===== src/prq_pkg.sv =====
`timescale 1ns / 1ps
// ----------------------------------------------------------------------------
// prq_pkg
// Shared command and status codes and the front-to-back command record.
// ----------------------------------------------------------------------------
package prq_pkg;

  localparam logic [2:0] CMD_PUSH     = 3'd0;
  localparam logic [2:0] CMD_POP_OLD  = 3'd1;
  localparam logic [2:0] CMD_POP_RUN  = 3'd2;
  localparam logic [2:0] CMD_PEEK_OLD = 3'd3;
  localparam logic [2:0] CMD_PEEK_RUN = 3'd4;
  localparam logic [2:0] CMD_ERASE    = 3'd5;
  // codes with no operation behind them
  localparam logic [2:0] CMD_UNUSED_A = 3'd6;
  localparam logic [2:0] CMD_UNUSED_B = 3'd7;

  localparam logic [1:0] ST_DONE = 2'd0;
  localparam logic [1:0] ST_NONE = 2'd1;
  localparam logic [1:0] ST_FULL = 2'd2;

  // classified command passed from front to back
  typedef struct packed {
    logic       is_push;
    logic       is_pop;
    logic       is_peek;
    logic       is_erase;
    logic       oldest;
  } cmd_class_t;

endpackage


===== src/prq_front.sv =====
`timescale 1ns / 1ps
// ----------------------------------------------------------------------------
// prq_front
// Accepts command beats, classifies them and holds them in a two-entry queue.
// ----------------------------------------------------------------------------
module prq_front
  import prq_pkg::*;
#(
  parameter int RUN_BITS  = 16,
  parameter int SLOT_BITS = 10
) (
  input  logic                 clk,
  input  logic                 rst,
  input  logic                 push,
  output logic                 full,
  input  logic [2:0]           cmd,
  input  logic [RUN_BITS-1:0]  run,
  input  logic [SLOT_BITS-1:0] task_slot,
  output logic                 q_valid,
  input  logic                 q_take,
  output cmd_class_t           q_cls,
  output logic [RUN_BITS-1:0]  q_run,
  output logic [SLOT_BITS-1:0] q_slot
);

  cmd_class_t           cls_mem  [2];
  logic [RUN_BITS-1:0]  run_mem  [2];
  logic [SLOT_BITS-1:0] slot_mem [2];
  logic                 wptr;
  logic                 rptr;
  logic [1:0]           cnt;
  cmd_class_t           cls_in;
  logic                 wr;
  logic                 rd;

  // decode the command code
  always_comb begin
    cls_in = '0;
    case (cmd)
      CMD_PUSH:     cls_in.is_push = 1'b1;
      CMD_POP_OLD:  begin cls_in.is_pop = 1'b1; cls_in.oldest = 1'b1; end
      CMD_POP_RUN:  cls_in.is_pop = 1'b1;
      CMD_PEEK_OLD: begin cls_in.is_peek = 1'b1; cls_in.oldest = 1'b1; end
      CMD_PEEK_RUN: cls_in.is_peek = 1'b1;
      CMD_ERASE:    cls_in.is_erase = 1'b1;
      default:      cls_in = '0;
    endcase
  end

  assign full    = cnt[1];
  assign wr      = push && !full;
  assign rd      = q_take && q_valid;
  assign q_valid = cnt != 2'd0;
  assign q_cls   = cls_mem[rptr];
  assign q_run   = run_mem[rptr];
  assign q_slot  = slot_mem[rptr];

  // queue storage
  always_ff @(posedge clk) begin
    if (wr) begin
      cls_mem[wptr]  <= cls_in;
      run_mem[wptr]  <= run;
      slot_mem[wptr] <= task_slot;
    end
  end

  // queue pointers
  always_ff @(posedge clk) begin
    if (rst) begin
      wptr <= 1'b0;
      rptr <= 1'b0;
      cnt  <= 2'd0;
    end else begin
      if (wr) wptr <= ~wptr;
      if (rd) rptr <= ~rptr;
      cnt <= cnt + {1'b0, wr} - {1'b0, rd};
    end
  end

endmodule


===== config.mk =====
export PLATFORM = sky130hd
export DESIGN_NAME = prq_front
export DESIGN_NICKNAME = d
export VERILOG_FILES = /design/src/prq_pkg.sv /design/src/prq_front.sv
export SDC_FILE = /design/constraint.sdc
export NUM_CORES = 1
export LEC_CHECK = 0
export BUFFER_PORTS_ARGS = -buffer_cell sky130_fd_sc_hd__buf_2
export CAP_MARGIN = 20
export CORE_MARGIN = 3
export CORE_UTILIZATION = 47
export DETAILED_ROUTE_END_ITERATION = 8
export PLACE_DENSITY = 0.75
export RECOVER_POWER = 100
export SLEW_MARGIN = 20
export SYNTH_ARGS = -nofsm -noshare
export SYNTH_HDL_FRONTEND = slang
export SYNTH_SLANG_ARGS = --single-unit

===== constraint.sdc =====
create_clock -name clk -period 2 [get_ports clk]
set_input_delay 0 -clock clk [delete_from_list [all_inputs] [get_ports clk]]
set_output_delay 0 -clock clk [all_outputs]
set_load 0.1 [all_outputs]

After elaboration in Yosys (flattened, before gate mapping)

Memories as Yosys holds them, arrays and structs flattened. A register that Yosys moved wholly into a read port is not among the register bits.
Cells that the tools add are included.

Bitwise logic cells: 2
$mul: 0
Divide/modulo/power cells: 0
Add/sub/neg operators: 2
Reductions and logical operators: 8
Multiplexer cells: 13
Shift-type cells: 0
Equal/unequal tests: 5
Magnitude comparators: 0

Operator list:

| operator           | number |
|---|---|
| $mux 1             | 13 |
| $eq 3x2->1 const B | 2 |
| $eq 3x3->1 const B | 2 |
| $reduce_or 2->1    | 3 |
| $eq 3x1->1 const B | 1 |
| $logic_not 3->1    | 1 |
| $add 2x1->2        | 1 |
| $logic_and 1x1->1  | 2 |
| $not 1->1          | 2 |
| $reduce_bool 2->1  | 1 |
| $sub 2x1->2        | 1 |
| $logic_not 1->1    | 1 |

Register bits after elaboration: 4
Memories: 3
Bits in read-only memories: 0
Bits in latches: 0
Bits in writable memories: 62

Memories:

| memory   | words | bits a word | read ports | clocked after Yosys merged registers in | wr ports | line            | source |
|---|---|---|---|---|---|---|---|
| run_mem  | 2     | 16          | 1          | 1                                       | 1        | prq_front.sv:27 | `logic [RUN_BITS-1:0] run_mem [2];` |
| slot_mem | 2     | 10          | 1          | 1                                       | 1        | prq_front.sv:28 | `logic [SLOT_BITS-1:0] slot_mem [2];` |
| cls_mem  | 2     | 5           | 1          | 1                                       | 1        | prq_front.sv:26 | `cmd_class_t cls_mem [2];` |

Depth between registers and ports, before layout

Gate-level depths: netlist (run 1).

Word-level depth: 4
Mapped depth: 6

Worst setup path before layout (run 1)

OpenSTA, ideal clock, no wires.

Kind: reg-to-reg
Start point: reg cnt[1]
End point: mem cls_mem[0][0] (netlist bit), enable pin
Cell stages (with the launch flop): 3
Setup slack: -760 ps
Arrival: 2341 ps
Setup time: 419 ps
Cell sequence: dfxtp_1 -> nand2b_1 -> nor2_1

Cells in the longest elaborated chain, start to end: 4

RTL lines:

| item                         | line            | source |
|---|---|---|
| start, declared              | prq_front.sv:31 | `logic [1:0] cnt;` |
| start signal, assigned       | prq_front.sv:76 | `cnt <= cnt + {1'b0, wr} - {1'b0, rd};` |
| $logic_not 1->1              | prq_front.sv:51 | `assign wr = push && !full;` |
| $logic_and 1x1->1            | prq_front.sv:51 |  |
| $mux 1                       | prq_front.sv:60 | `if (wr) begin` |
| $mux 1 (not written as such) | prq_front.sv:61 | `cls_mem[wptr] <= cls_in;` |
| end, declared                | prq_front.sv:26 |  |

Every way passes these cells.

Final worst setup path (run 1)

Start point: reg cnt[1]
End point: out q_valid

Cells in the longest elaborated chain, start to end: 1

RTL lines:

| item              | line            | source |
|---|---|---|
| $reduce_bool 2->1 | prq_front.sv:53 | `assign q_valid = cnt != 2'd0;` |
| end, declared     | prq_front.sv:19 | `output logic q_valid,` |

Every way passes these cells.

==> results.json, run 1 <==
{
  "syn_inst": 132,
  "worst_slack_ns": 0.299,
  "synth_cell_types": 20,
  "status": "finished, final reports clean",
  "cts_max_path_buffers": 2,
  "multi_input_area_um2": 524,
  "r2r-start": "cnt[1]",
  "rows": 26,
  "grt_max_degree": 32,
  "max_cap_violations": 0,
  "chipHeight_um": 79.3,
  "synthTopCellsByArea": "edfxtp_1, mux2_2, dfxtp_1",
  "rr_worst_depth": 3,
  "drtAntennaViolNets": 0,
  "internal_power_mw": 2.98,
  "regArea_um2": 1960,
  "pin_count": 66,
  "ir_drop_v": 0.000873,
  "gp_congestion": 0.724,
  "critPathCaptureType": "primary output",
  "synth_warnings": 0,
  "numCtsBuffers": 9,
  "maxSlewHeadroom": 0.228,
  "synth.net_count": 166,
  "finalSetupTns_ns": 0,
  "die_w_um": 79.3,
  "wl_per_cell_um": 15.8,
  "syn_to_final_growth_pct": 51.8,
  "seq_area_frac_synth": 0.777,
  "tritoncts": "built",
  "clockPowerShare": 0.204,
  "pre_cts_slack_ns": 0.601,
  "vias": 1513,
  "nFillCells": 341,
  "syn_area_um2": 2530,
  "seq_power_share": 0.356,
  "slowest_delay_ns": 0.85,
  "post-dp-hpwl_um": 3090,
  "fmax_ghz": 0.588,
  "design.core.area_um2": 5140,
  "numPortBuffers": 65,
  "cts_sinks": 67,
  "cp_data_arrival_time_ns": 1.70,
  "holdCritStartpoint": "cmd[0]",
  "crit_path_cell_trace": "or2_2 -> clkbuf_1",
  "clk_latency_ns": 0.33,
  "hold_class": "in -> reg",
  "post-route-period-util": 0.850,
  "power.switching_mw": 1.93,
  "timing.final.crit_period_ns": 1.70,
  "path_clk_slew_ns": 0.06,
  "required_ns": 2.00,
  "finalSetupViolCount": 0,
  "wl_um": 4930,
  "ys_seq_elements": 67,
  "p_sw_frac": 0.394,
  "yosys.area.top_type": "edfxtp_1",
  "grt_usage": 0.171,
  "whs_path_depth": 2,
  "via_per_inst": 4.85,
  "p_leak_nw": 1.41,
  "final_nets": 272,
  "initial_utilization": 0.491,
  "critPathLaunchType": "register",
  "finalMaxSlewViolations": 0,
  "syn_area_per_cell_um2": 19.1,
  "clock_skew_ns": 0.00254,
  "final_layout_size_suffix_gt1_frac": 0.236,
  "powerDensity_nw_per_um2": 1280,
  "synth.top_cell.area_share": 0.737,
  "finalHoldViolCount": 0,
  "worstReg2RegEnd": "run_mem[0][7]",
  "path_class": "reg -> out",
  "grt_pass1_wl_um": 7740,
  "rsz0062_at_grt": "false",
  "drc": 0,
  "min_to": "cls_mem[0][2]",
  "antenna_found_initial": 0,
  "rrSetupSlack_ns": 0.31,
  "cp_max_fo": 6,
  "combinationalPowerShare": 0.439,
  "overflow": 0,
  "first_global_vias": 1580,
  "cp_slowest_cell": "clkbuf_1",
  "worst_slew_pin_slew_ns": 1.16,
  "cts_max_level": 3,
  "firstDrtPassIters": 4,
  "drtIter0Drc": 74,
  "die_area_um2": 6290,
  "cts-root-buf": "clkbuf_8",
  "num_antenna_cells": 0
}
[Yosys cell counts]
master and count:
buf_6 3, dfxtp_1 5, nand2b_1 2, ha_1 1, xnor2_1 2, nand2_1 2
or2_2 1, nor2_1 9, xor2_1 1, o21ai_0 1, edfxtp_1 62, nor3_2 1
o21a_1 1, a211oi_1 1, nor3_1 2, mux2_2 31, o22ai_1 1, and4bb_1 1
inv_1 3, nor2b_1 2
[cell families (layout without fill, tap and decap cells)]
logic type,Yosys count,in the layout,synth area share
flip-flops,67,67,0.777
multiplexers,31,31,0.138
AND/OR/NAND/NOR,20,20,0.0416
buffers and inverters,6,116,0.0178
AO/OA/AOI/OAI,4,4,0.0104
XOR/XNOR,3,3,0.0104
adder cells (fa/ha/maj),1,1,0.00495
[power by group through the flow]
stage               clock network (mW)  registers [mW]  logic, mW
CTS                               1.03            1.75       2.23
detailed placement                   0            1.78       2.18
floorplan                            0            1.80       1.43
global placement                     0            1.77       2.17
finish                            1.00            1.75       2.16
global route                      1.09            1.76       2.22
[stage by stage]
stage,power [mW],hold WS [ns],util,cell area (µm²),instances
after detailed placement,3.96,0.191,0.661,3400,267
after global placement,3.93,0.187,0.661,3400,267
final,4.91,0.0770,0.746,3830,312
after floorplan,3.23,0.0619,-,2530,132
after CTS,5.02,0.0573,0.754,3870,312
after global routing,5.07,0.0727,0.746,3830,312
[layout by cell type (no fill, tap or decap), types with 2 or more instances in the layout]
| cell | synthesis | layout |
|---|---|---|
| buf_12 | 0 | 31 |
| buf_2 | 0 | 7 |
| clkbuf_1 | 0 | 28 |
| clkbuf_2 | 0 | 2 |
| clkbuf_8 | 0 | 9 |
| clkinv_1 | 0 | 2 |
| dfxtp_1 | 5 | 5 |
| dlygate4sd3_1 | 0 | 30 |
| edfxtp_1 | 62 | 62 |
| inv_1 | 3 | 3 |
| mux2_1 | 0 | 30 |
| nand2_1 | 2 | 2 |
| nand2b_1 | 2 | 2 |
| nor2_1 | 9 | 7 |
| nor2_2 | 0 | 2 |
| nor2b_1 | 2 | 2 |
| nor3_1 | 2 | 2 |
| xnor2_1 | 2 | 2 |
[worst max-delay path, delay by kind of cell (launching register included)]
kind                   cells  cell delay, ns
buffers and inverters      1            0.85
flip-flops                 1            0.39
AND/OR/NAND/NOR            1            0.13
[metal layers]
metal | GRT usage | part of all wire | up-vias
li1 | - | - | 714
met1 | 0.177 | 0.37 | 743
met2 | 0.320 | 0.57 | 48
met3 | 0.0544 | 0.046 | 8
met4 | 0.0619 | 0.016 | 0
met5 | 0 | 0 | -
[flip-flops by register name, summed over array words and instances (netlist names), named ones only]
register / flops
wptr: 1
rptr: 1
run_mem: 32
cls_mem: 10
slot_mem: 20
cnt: 2
[how the worst max path moves through the flow]
stage	cells after the start	startpoint	to	slack, ns
after CTS	3	register	q_run[0]	0.35
after detailed placement	3	cnt[1]	run_mem[1][7]	0.60
after floorplan	2	cnt[1]	cls_mem[0][0]	-0.02
after global placement	3	cnt[1]	run_mem[0][7]	0.63
after global routing	3	cnt[1]	run_mem[0][4]	0.18
final	2	cnt[1]	q_valid	0.30
[layout make-up]
| cell class | count | area share |
|---|---|---|
| clock buffers | 11 | 0.0343 |
| clock inverters | 4 | 0.0111 |
| inverters | 3 | 0.00294 |
| multi-input cells | 59 | 0.137 |
| flip-flops and latches | 67 | 0.512 |
| well taps | 70 | 0.0228 |
| repair buffers | 98 | 0.280 |
[repair_timing]
| item | 4_1_cts | 5_1_grt |
|---|---|---|
| buffers inserted | 0 | 0 |
| hold endpoints to repair | 61 | 0 |
| resized for setup | 0 | 0 |
| hold buffers | 30 | 0 |
No activity file was read; power rests on OpenSTA's default activity.
==> inputs of run 2 (changes only) <==
- CORE_MARGIN: 3 -> 4
==> run 2 against run 1 <==
Cell area decreased by 0.91%. Worst setup slack got worse by 0.015 ns. Power decreased by 2.2%. Clock-buffer cell count unchanged. Routed wire length about the same. Fmax decreased by 0.88%. Largest power group unchanged. Sequential share of layout area increased by 0.47 points. Non-clock buffer count decreased by 3.
==> results.json, run 2 (synthesized netlist as in run 1, its figures left out) <==
{
  "status": "finished, final reports clean",
  "mostFrequentLayoutCells": "edfxtp_1, buf_12, mux2_1",
  "clockPowerShare": 0.186,
  "tritoncts": "built",
  "post-dp-hpwl_um": 3190,
  "gp_congestion": 0.664,
  "min_to": "cls_mem[0][3]",
  "drtIter0Drc": 63,
  "rows": 26,
  "critPathCaptureType": "primary output",
  "fmax_ghz": 0.583,
  "combinationalPowerShare": 0.450,
  "via_per_inst": 4.76,
  "post_cts_resized": 0,
  "fin_total_pwr_mw": 4.81,
  "overflow": 0,
  "max_cap_violations": 0,
  "grt_usage": 0.167,
  "cp_max_fo": 6,
  "die_w_um": 81.3,
  "finalHoldViolCount": 0,
  "initial_utilization": 0.488,
  "holdCritStartpoint": "cmd[2]",
  "timing.final.crit_period_ns": 1.72,
  "path_clk_slew_ns": 0.07,
  "p_leak_nw": 1.40,
  "nFillCells": 324,
  "syn_to_final_growth_pct": 50.4,
  "wl_um": 4930,
  "clock_skew_ns": 0.00532,
  "numCtsBuffers": 9,
  "grt_max_degree": 32,
  "clk_latency_ns": 0.34,
  "cts_max_level": 3,
  "firstDrtPassIters": 4,
  "reg_top3": "run_mem: 32 flops, slot_mem: 20 flops, cls_mem: 10 flops",
  "whs_path_depth": 2,
  "first_global_vias": 1564,
  "cts-root-buf": "clkbuf_8",
  "regMostFlops": "run_mem",
  "design.core.area_um2": 5170,
  "powerDensity_nw_per_um2": 1270,
  "critPathLaunchType": "register",
  "finalSetupViolCount": 0,
  "drc": 0,
  "largest_reg_flops": 32,
  "pin_count": 66,
  "seq_power_share": 0.364,
  "final_nets": 269,
  "drtAntennaViolNets": 0,
  "ir_drop_v": 0.000733,
  "die_area_um2": 6610,
  "rr_worst_depth": 6,
  "chipHeight_um": 81.3,
  "numPortBuffers": 65,
  "cp_data_arrival_time_ns": 1.72,
  "r2r-start": "cnt[1]",
  "rsz0062_at_grt": "false",
  "worstReg2RegEnd": "cnt[1]",
  "maxSlewHeadroom": 0.231,
  "num_antenna_cells": 0,
  "required_ns": 2.00,
  "hold_class": "in -> reg",
  "mostFrequentLayoutCell": "edfxtp_1",
  "fin_util": 0.734,
  "antenna_found_initial": 0,
  "wl_per_cell_um": 16.0,
  "finalMaxSlewViolations": 0,
  "cts_max_path_buffers": 2,
  "vias": 1472,
  "worst_slew_pin_slew_ns": 1.16,
  "post-route-period-util": 0.858,
  "rrSetupSlack_ns": 0.52,
  "power.switching_mw": 1.95,
  "final_layout_size_suffix_gt1_frac": 0.255,
  "grt_pass1_wl_um": 7820,
  "p_sw_frac": 0.407,
  "cts_sinks": 67,
  "path_class": "reg -> out",
  "internal_power_mw": 2.85
}
## run 2: changes by cell type in the layout (fill, tap and decap cells not counted)
cell,delta
nor2_2,-2
dlygate4sd3_1,-3
buf_2,+1
clkbuf_4,+1
nor2_4,+2
clkinv_1,-1
buf_4,+1
clkbuf_1,-2
bufinv_16,-1
clkinv_2,+2
buf_1,-1
## run 2: layer usage
layer / up-vias / share of wire / track usage
li1: 705 / - / -
met2: 46 / 0.53 / 0.274
met5: - / 0 / 0
met1: 709 / 0.40 / 0.192
met3: 12 / 0.055 / 0.0588
met4: 0 / 0.019 / 0.0861
## run 2: final cells by class
cell class                      count  area, µm²  area share
Clock buffer                       11        131      0.0346
Inverter                            3       11.3     0.00296
Sequential cell                    67       1960       0.516
Tap cell                           70       87.6      0.0231
Timing Repair Buffer               95       1050       0.277
Multi-Input combinational cell     59        534       0.141
Clock inverter                      4       18.8     0.00494
## run 2: worst max path at each step
stage               startpoint        endpoint  slack, ns  depth (start not counted)
finish                  cnt[1]         q_valid       0.28                          2
global route            cnt[1]         q_valid       0.22                          2
CTS                   register       q_slot[1]       0.35                          3
detailed placement      cnt[1]   run_mem[0][7]       0.54                          3
global placement        cnt[1]  run_mem[1][13]       0.58                          3
floorplan               cnt[1]   cls_mem[0][0]      -0.02                          2
## run 2: what timing repair did
action | CTS | global route
endpoints found under the setup margin | 0 | 0
endpoints found under the hold margin | 57 | 0
setup buffers | 0 | 0
hold buffers | 27 | 0
## run 2: per-stage QoR
step	hold WS [ns]	TNS (ns)	cell area, µm²	worst slack, ns	std cells
2_1_floorplan	0.0619	-1.48	2530	-0.0238	132
3_3_place_gp	0.189	0	3410	0.576	267
3_5_place_dp	0.194	0	3410	0.545	267
4_1_cts	0.00625	0	3830	0.350	309
5_1_grt	0.0207	0	3800	0.219	309
6_report	0.0257	0	3800	0.284	309
## run 2: worst max-delay path: stages, from the launching register on
cell and delay (ns):
dfxtp_1 0.40, or2_2 0.13, clkbuf_1 0.85
## run 2: power groups by stage
stage               combinational (mW)  sequential (mW)  clock, mW
CTS                               2.23             1.75      0.917
finish                            2.16             1.75      0.895
floorplan                         1.43             1.80          0
detailed placement                2.19             1.78          0
global route                      2.23             1.76      0.992
global placement                  2.17             1.77          0
